**src/rtl/rhc_pkg.sv**
```systemverilog
// ----------------------------------------------------------------------------
// rgb to hsl converter package
// payload types, pipeline stage types and divider step counts
// ----------------------------------------------------------------------------
package rhc_pkg;

	// divider steps done in each divide stage
	localparam int SAT_STEPS = 4;
	localparam int HUE_STEPS = 3;
	localparam int DIV_STAGES = 4;
	localparam int SAT_QW = SAT_STEPS * DIV_STAGES;
	localparam int HUE_QW = HUE_STEPS * DIV_STAGES;

	typedef struct packed {
		logic [7:0] red;
		logic [7:0] green;
		logic [7:0] blue;
		logic [7:0] alpha;
	} pixel_t;

	typedef struct packed {
		logic [8:0]  hue_degrees;
		logic [15:0] saturation;
		logic [8:0]  lightness_sum;
		logic [7:0]  alpha_out;
	} hsl_t;

	// after max/min and hue numerator
	typedef struct packed {
		logic [7:0]  delta;
		logic [7:0]  sat_den;
		logic [7:0]  hue_dvs;
		logic [10:0] hue_num;
		logic [8:0]  sum;
		logic [7:0]  alpha;
	} prep_t;

	// two restoring dividers in flight
	typedef struct packed {
		logic [7:0]        sat_rem;
		logic [7:0]        sat_den;
		logic [SAT_QW-1:0] sat_dvd;
		logic [SAT_QW-1:0] sat_q;
		logic [7:0]        hue_rem;
		logic [7:0]        hue_dvs;
		logic [HUE_QW-1:0] hue_dvd;
		logic [HUE_QW-1:0] hue_q;
		logic [8:0]        sum;
		logic [7:0]        alpha;
	} div_t;

endpackage

```
**src/rtl/rhc_prep.sv**
```systemverilog
// ----------------------------------------------------------------------------
// rgb to hsl prep
// max, min, delta, lightness sum, saturation divisor and hue numerator
// ----------------------------------------------------------------------------
module rhc_prep (
	input  rhc_pkg::pixel_t pixel,
	output rhc_pkg::prep_t  prep
);
	import rhc_pkg::*;

	logic              r_max;
	logic              g_max;
	logic [7:0]        mx;
	logic [7:0]        mn;
	logic [7:0]        delta;
	logic [8:0]        sum;
	logic [8:0]        den_hi;
	logic signed [11:0] d_s;
	logic signed [11:0] n_raw;
	logic signed [11:0] n_adj;

	always_comb begin
		r_max = (pixel.red >= pixel.green) && (pixel.red >= pixel.blue);
		g_max = !r_max && (pixel.green >= pixel.blue);
		if (r_max) begin
			mx = pixel.red;
		end else if (g_max) begin
			mx = pixel.green;
		end else begin
			mx = pixel.blue;
		end
		if ((pixel.red <= pixel.green) && (pixel.red <= pixel.blue)) begin
			mn = pixel.red;
		end else if (pixel.green <= pixel.blue) begin
			mn = pixel.green;
		end else begin
			mn = pixel.blue;
		end
		delta = mx - mn;
		sum = {1'b0, mx} + {1'b0, mn};
		den_hi = 9'd510 - sum;
		d_s = $signed({4'b0, delta});

		priority if (r_max) begin
			n_raw = $signed({4'b0, pixel.green}) - $signed({4'b0, pixel.blue});
		end else if (g_max) begin
			n_raw = (d_s <<< 1) + $signed({4'b0, pixel.blue}) - $signed({4'b0, pixel.red});
		end else begin
			n_raw = (d_s <<< 2) + $signed({4'b0, pixel.red}) - $signed({4'b0, pixel.green});
		end
		n_adj = (n_raw < 0) ? (n_raw + (d_s <<< 2) + (d_s <<< 1)) : n_raw;

		prep.delta = delta;
		prep.sum = sum;
		prep.alpha = pixel.alpha;
		prep.hue_num = n_adj[10:0];
		// gray pixel: unit divisors so both quotients come out zero
		if (delta == 8'd0) begin
			prep.sat_den = 8'd1;
			prep.hue_dvs = 8'd1;
		end else begin
			prep.sat_den = (sum <= 9'd255) ? sum[7:0] : den_hi[7:0];
			prep.hue_dvs = delta;
		end
	end

endmodule

```
**src/rtl/rhc_setup.sv**
```systemverilog
// ----------------------------------------------------------------------------
// rgb to hsl divider setup
// scales the hue numerator by 60 and loads both dividers
// ----------------------------------------------------------------------------
module rhc_setup (
	input  rhc_pkg::prep_t prep,
	output rhc_pkg::div_t  div
);
	import rhc_pkg::*;

	logic [16:0] hue_x;

	always_comb begin
		// n * 60 as n * 64 - n * 4
		hue_x = ({prep.hue_num, 6'b0}) - ({4'b0, prep.hue_num, 2'b0});

		// delta << 15 over the divisor; top part delta >> 1 starts the remainder
		div.sat_rem = {1'b0, prep.delta[7:1]};
		div.sat_den = prep.sat_den;
		div.sat_dvd = {prep.delta[0], {(SAT_QW - 1){1'b0}}};
		div.sat_q = '0;

		// hue quotient is below 360, so the bits above the quotient width start it
		div.hue_rem = {3'b0, hue_x[16:HUE_QW]};
		div.hue_dvs = prep.hue_dvs;
		div.hue_dvd = hue_x[HUE_QW-1:0];
		div.hue_q = '0;

		div.sum = prep.sum;
		div.alpha = prep.alpha;
	end

endmodule

```
**src/rtl/rhc_div_step.sv**
```systemverilog
// ----------------------------------------------------------------------------
// rgb to hsl divide step
// four restoring steps of the saturation divider and three of the hue divider
// ----------------------------------------------------------------------------
module rhc_div_step (
	input  rhc_pkg::div_t d_in,
	output rhc_pkg::div_t d_out
);
	import rhc_pkg::*;

	logic [8:0] rem9;

	always_comb begin
		rem9 = '0;
		d_out = d_in;
		for (int k = 0; k < SAT_STEPS; k++) begin
			rem9 = {d_out.sat_rem, d_out.sat_dvd[SAT_QW-1]};
			d_out.sat_dvd = {d_out.sat_dvd[SAT_QW-2:0], 1'b0};
			if (rem9 >= {1'b0, d_out.sat_den}) begin
				rem9 = rem9 - {1'b0, d_out.sat_den};
				d_out.sat_q = {d_out.sat_q[SAT_QW-2:0], 1'b1};
			end else begin
				d_out.sat_q = {d_out.sat_q[SAT_QW-2:0], 1'b0};
			end
			d_out.sat_rem = rem9[7:0];
		end
		for (int k = 0; k < HUE_STEPS; k++) begin
			rem9 = {d_out.hue_rem, d_out.hue_dvd[HUE_QW-1]};
			d_out.hue_dvd = {d_out.hue_dvd[HUE_QW-2:0], 1'b0};
			if (rem9 >= {1'b0, d_out.hue_dvs}) begin
				rem9 = rem9 - {1'b0, d_out.hue_dvs};
				d_out.hue_q = {d_out.hue_q[HUE_QW-2:0], 1'b1};
			end else begin
				d_out.hue_q = {d_out.hue_q[HUE_QW-2:0], 1'b0};
			end
			d_out.hue_rem = rem9[7:0];
		end
	end

endmodule

```
**src/rtl/rgb_to_hsl_convert_top.sv**
```systemverilog
// ----------------------------------------------------------------------------
// rgb to hsl converter
// pipelined rgba to hsl conversion with exact integer hue and saturation
// ----------------------------------------------------------------------------
//  port    dir  payload  handshake
//  pixel   in   pixel_t  pixel_valid / pixel_stall
//  hsl     out  hsl_t    hsl_valid / hsl_stall
//
//  one pixel per clock sustained while hsl_stall is low, each pixel registered in stages 1 to 6 in turn
//  stage 1 max/min and hue numerator, stage 2 scale and divider load,
//  stages 3 to 6 four saturation and three hue restoring steps each
//  a stall only holds stages that are full, empty stages keep filling
//  reset clears the valid bits only
// ----------------------------------------------------------------------------
module rgb_to_hsl_convert_top (
	input  logic            clk,
	input  logic            arst_n,
	input  logic            pixel_valid,
	output logic            pixel_stall,
	input  rhc_pkg::pixel_t pixel,
	output logic            hsl_valid,
	input  logic            hsl_stall,
	output rhc_pkg::hsl_t   hsl
);
	import rhc_pkg::*;

	prep_t prep_c;
	div_t  setup_c;
	div_t  div3_c;
	div_t  div4_c;
	div_t  div5_c;
	div_t  div6_c;

	prep_t prep_s1;
	div_t  div_s2;
	div_t  div_s3;
	div_t  div_s4;
	div_t  div_s5;
	div_t  div_s6;

	logic valid_s1;
	logic valid_s2;
	logic valid_s3;
	logic valid_s4;
	logic valid_s5;
	logic valid_s6;

	logic en1;
	logic en2;
	logic en3;
	logic en4;
	logic en5;
	logic en6;

	rhc_prep     u_prep  (.pixel(pixel),   .prep(prep_c));
	rhc_setup    u_setup (.prep(prep_s1),  .div(setup_c));
	rhc_div_step u_div3  (.d_in(div_s2),   .d_out(div3_c));
	rhc_div_step u_div4  (.d_in(div_s3),   .d_out(div4_c));
	rhc_div_step u_div5  (.d_in(div_s4),   .d_out(div5_c));
	rhc_div_step u_div6  (.d_in(div_s5),   .d_out(div6_c));

	// a stage loads when empty or when the next one moves
	assign en6 = !valid_s6 || !hsl_stall;
	assign en5 = !valid_s5 || en6;
	assign en4 = !valid_s4 || en5;
	assign en3 = !valid_s3 || en4;
	assign en2 = !valid_s2 || en3;
	assign en1 = !valid_s1 || en2;
	assign pixel_stall = !en1;

	always_ff @(posedge clk or negedge arst_n) begin
		if (!arst_n) begin
			valid_s1 <= 1'b0;
			valid_s2 <= 1'b0;
			valid_s3 <= 1'b0;
			valid_s4 <= 1'b0;
			valid_s5 <= 1'b0;
			valid_s6 <= 1'b0;
		end else begin
			if (en1) valid_s1 <= pixel_valid;
			if (en2) valid_s2 <= valid_s1;
			if (en3) valid_s3 <= valid_s2;
			if (en4) valid_s4 <= valid_s3;
			if (en5) valid_s5 <= valid_s4;
			if (en6) valid_s6 <= valid_s5;
		end
	end

	always_ff @(posedge clk) begin
		if (en1 && pixel_valid) prep_s1 <= prep_c;
		if (en2 && valid_s1) div_s2 <= setup_c;
		if (en3 && valid_s2) div_s3 <= div3_c;
		if (en4 && valid_s3) div_s4 <= div4_c;
		if (en5 && valid_s4) div_s5 <= div5_c;
		if (en6 && valid_s5) div_s6 <= div6_c;
	end

	assign hsl_valid = valid_s6;
	assign hsl.hue_degrees = div_s6.hue_q[8:0];
	assign hsl.saturation = div_s6.sat_q[15:0];
	assign hsl.lightness_sum = div_s6.sum;
	assign hsl.alpha_out = div_s6.alpha;

endmodule

```
**config.mk**
```make
export PLATFORM = sky130hd
export DESIGN_NAME = rgb_to_hsl_convert_top
export DESIGN_NICKNAME = d
export VERILOG_FILES = /design/src/rtl/rhc_pkg.sv /design/src/rtl/rhc_prep.sv /design/src/rtl/rhc_setup.sv /design/src/rtl/rhc_div_step.sv /design/src/rtl/rgb_to_hsl_convert_top.sv
export SDC_FILE = /design/constraint.sdc
export NUM_CORES = 1
export LEC_CHECK = 0
export BUFFER_PORTS_ARGS = -buffer_cell sky130_fd_sc_hd__buf_2
export CAP_MARGIN = 40
export CORE_ASPECT_RATIO = 1.75
export CORE_MARGIN = 2
export CORE_UTILIZATION = 50
export CTS_BUF_LIST = sky130_fd_sc_hd__clkbuf_16
export DETAILED_ROUTE_END_ITERATION = 8
export HOLD_SLACK_MARGIN = 0.05
export PLACE_DENSITY_LB_ADDON = 0.15
export SLEW_MARGIN = 20
export SYNTH_ARGS = -nofsm -noshare
export SYNTH_HDL_FRONTEND = slang
export SYNTH_HIERARCHICAL = 1
export SYNTH_SLANG_ARGS = --single-unit
```
**constraint.sdc**
```tcl
create_clock -name clk -period 19 [get_ports clk]
set_clock_uncertainty 0.15 [all_clocks]
set_input_delay 0 -clock clk [delete_from_list [all_inputs] [get_ports clk]]
set_output_delay 0 -clock clk [all_outputs]
set_load 0.05 [all_outputs]
```
# Word level (Yosys, flattened, before mapping)
# Index checks and enable logic that the tools add are counted.
[classes]
add_sub_neg = 37
reduce_logical = 25
mux = 59
n_lt_le_gt_ge = 36
[ops]
columns = ["op", "count"]
rows = [
  ["8-bit 2-to-1 mux", 31],
  ["9-bit by 8-bit >= comparator with 1-bit output", 26],
  ["8-bit subtractor", 26],
  ["8-bit >= comparator", 4],
  ["1-bit 2-to-1 mux", 25],
  ["8-bit <= comparator", 3],
  ["12-bit 2-to-1 mux", 2],
  ["12-bit by 9-bit subtractor with 12-bit output", 2],
  ["17-bit by 13-bit subtractor with 17-bit output", 1],
  ["12-bit by 1-bit < comparator with 1-bit output (second input constant)", 1],
  ["10-bit by 8-bit adder with 11-bit output", 1],
  ["11-bit by 10-bit adder with 11-bit output", 1],
  ["11-bit adder", 1],
  ["11-bit 2-to-1 mux", 1],
  ["9-bit by 8-bit adder with 10-bit output", 1],
  ["8-bit by 8-bit adder with 9-bit output", 1],
  ["9-bit by 8-bit <= comparator with 1-bit output (second input constant)", 1],
  ["1-bit logical AND", 9],
  ["1-bit logical NOT", 9],
  ["8-bit by 8-bit subtractor with 9-bit output", 1],
  ["6-bit by 8-bit >= comparator with 1-bit output", 1],
  ["8-bit logical NOT", 1],
  ["6-bit by 8-bit subtractor with 8-bit output", 1],
  ["8-bit subtractor (first input constant)", 1],
  ["1-bit logical OR", 6],
]
[totals]
elab_cells = 210
ff_bits = 356

# Longest topological paths before layout
[depth]
word_depth = 14
ltp_mapped = 41
mapped_depth_nobuf = 39

# Cells and area by module
# The synthesis kept the hierarchy.
[modules_own_cells]
columns = ["module", "area_per_inst_um2", "n_inst", "cells_each"]
rows = [
  ["rgb_to_hsl_convert_top", 15708.8, 1, 539],
  ["rhc_div_step at u_div3 ...", 3779.9, 2, 499],
  ["rhc_prep", 4179.0, 1, 577],
  ["rhc_div_step at u_div6", 3783.6, 1, 504],
  ["rhc_div_step at u_div4", 3764.9, 1, 501],
  ["rhc_setup", 1272.5, 1, 170],
]

# Worst setup path before layout
# Ideal clock, no wire load.
[synth_timing]
kind = "reg-to-reg"
startpoint = "register div_s2[90] in the netlist's numbering"
endpoint = "register div_s3[100] in the netlist's numbering, data pin"
synth_period_minus_slack_ns = 7.817
stages_incl_launch_ff = 35
arrival_ns = 7.388
t_required_ns = 18.571
setup_slack_ns = 11.183
n_path_buf = 2
cell_sequence = "edfxtp_1 > inv_1 > ha_1 > nand2b_1 > a21oi_1 > o221a_1 > nor2_4 > inv_2 > mux2_2 > ha_1 > and4_4 > and2_4 > a221oi_4 > o21a_1 > a21bo_1 > buf_6 > buf_2 > o21ai_0 > inv_1 > ha_1 > or2_2 > a21oi_1 > a311oi_1 > or3_1 > nor2_4 > mux2i_1 > ha_1 > nor2b_1 > o2111ai_1 > a31o_2 > a21oi_1 > o21bai_1 > a221oi_4 > o21bai_2 > o221ai_1"
[synth_rtl]
columns = ["item", "line", "rtl"]
rows = [
  ["from (decl)", "rgb_to_hsl_convert_top.sv:35", "div_t div_s2;"],
  ["from (signal assigned)", "rgb_to_hsl_convert_top.sv:91", "if (en2 && valid_s1) div_s2 <= setup_c;"],
  ["to (signal assigned)", "rgb_to_hsl_convert_top.sv:92", "if (en3 && valid_s2) div_s3 <= div3_c;"],
  ["to (decl)", "rgb_to_hsl_convert_top.sv:36", "div_t div_s3;"],
]

==> qor.txt <==
Clock Pin Slew Worst Setup and Hold Paths = 70 ps
global-route wire length before repair = 112900 um
Final nets = 3214
CTS root buffer = clkbuf_16
final-report max-slew violation count = 0
Clock Sink Count = 399
starting utilization of the core area = 50.47%
Final Hold Fails = 0
Post-Syn Area = 30920 um2
Setup TNS = 0 ps
Die Wd = 192.0 um
WP data required = 19130 ps
Top delay family on crit path = compound AO/OA/AOI/OAI gates
Layout area overhead = 3.524%
final setup fails = 0
flop2flop setup slack = 9940 ps
post-layout util = 52.25%
DRC viols = 0
Max Clock Freq = 0.1103 GHz
Die ar. = 63920 um2
CP max stage cell = o21ai_0
initial antenna violation count = 0
post-CTS setup buffer count = 0
Gate Count Post-Synth = 2939
fillers = 5476
syn_area_per_cell = 10.52 um2
CP bufs+invs = 3
Worst Hold Class = in2reg
gr usage total = 22.66%
FF-to-FF End = div_s4[100]$_DFFE_PP_
GP Congestion = 1.021
vias per cell = 5.634
Skew-Pair Late Insertion Delay = 560 ps
Yosys Warn Count = 6
HPWL Detailed = 57890 um
largest net degree at the start of global routing = 63
Core Area = 61260 um2
final period utilization = 47.70%
layout cells sized above 1 = 12.06%
Critical Path AT = 9190 ps
Crit Path Max Fanout = 16
H-tree depth = 2
Chip Height = 333.0 um
pre-CTS worst setup slack = 10010 ps
Site Rows = 120
status = complete, no violations
CTS max path bufs = 3
GRT overflow = 0
critical register-to-register path startpoint = div_s3[90]$_DFFE_PP_
worst hold endpoint = hsl_valid$_DFFE_PN0P_
Worst Slack Setup Final = 9938 ps
Max-Cap Viols = 0
RSZ-0062 raised after global routing = no
ANT cells = 0
max_slew headroom = 46.51%
vias in the first global route = 21.81k
Worst Tran Pin Value = 802.4 ps
WS Path Type = reg2reg
crit end category = flop
CTS tree = built
final antenna-violating net count = 0
via count = 20.54k
Worst Reg-to-Reg Cells = 32
Hold Path Depth = 3
initial drt markers = 829
max incr delay on CP = 540 ps
HP Start = hsl_stall
drt total wl = 71720 um
crit start category = flop
Num CTS Buffers = 40
post-layout min period = 9062 ps
I/O pins = 80
post-DR wirelength/cell = 19.68 um
IO buf count = 79
1st-pass router iterations = 5
-- cells in the final DEF (no fill, tap or decap), drive strengths merged, types with 48 or more instances in the layout --
master and count:
nand2b 48, nand2 161, a21o 62, a21oi 157
xor2 66, edfxtp 393, mux2 75, inv 270
mux2i 59, xnor2 111, ha 309, nor2 180
nor2b 64, buf 101, o21ai 132
-- per-layer routing --
layer  part of all wire, %  track usage, %
met5                     0               0
met4                   6.4           12.91
met3                   2.4           1.942
met2                    57           46.47
met1                    34           20.96
-- flip-flops by register name, indices dropped and copies added (netlist names) --
register / cells
div_s4: 74
valid_s4: 1
valid_s5: 1
div_s5: 74
hsl_valid: 1
valid_s1: 1
valid_s2: 1
valid_s3: 1
hsl: 42
prep_s1: 52
div_s3: 74
div_s2: 77
-- metrics by stage --
step                      area (um2)  std cells  hold slack (ps)
final                          32010       3645            143.9
after global routing           32010       3645            162.3
after CTS                      31950       3642            111.2
after detailed placement       30370       3545           -315.3
after global placement         30350       3542           -319.7
after floorplan                30990       2959           -445.6
-- layout make-up --
cell class | count | area, um2 | share of cell area (%)
timing repair buffer | 126 | 848.3 | 2.650
sequential | 399 | 11950 | 37.34
multi-input combinational | 1992 | 15900 | 49.67
clock buffer | 40 | 1001 | 3.127
clock inverter | 32 | 330.3 | 1.032
tap | 793 | 992.2 | 3.100
inverter | 263 | 987.2 | 3.084
-- worst reg2reg max path: cells and delay by family, from the launching register on --
family / cells / cell delay [ps]
flops: 1 / 520
simple gates: 8 / 1790
fa+ha+maj: 4 / 1400
buf+inv: 3 / 510
compound gates: 15 / 3710
mux: 2 / 700
-- worst max-delay path by stage --
stage                              start                    end  slack, ps  depth (start not counted)
finish              div_s3[90]$_DFFE_PP_  div_s4[100]$_DFFE_PP_       9940                         32
global route        div_s4[90]$_DFFE_PP_  div_s5[103]$_DFFE_PP_       9360                         33
CTS                 div_s3[90]$_DFFE_PP_  div_s4[100]$_DFFE_PP_       9970                         32
detailed placement  div_s3[90]$_DFFE_PP_  div_s4[104]$_DFFE_PP_      10010                         32
global placement    div_s3[90]$_DFFE_PP_  div_s4[102]$_DFFE_PP_      10170                         32
floorplan           div_s2[90]$_DFFE_PP_  div_s3[100]$_DFFE_PP_      11180                         34
-- repair_timing --
item / CTS / global route
hold buffers: 25 / 0
hold endpoints to repair: 47 / 0
resized for setup: 0 / 0
Power is not shown: default switching activity piles up to over one toggle a cycle in this logic, so the estimate is an artifact.
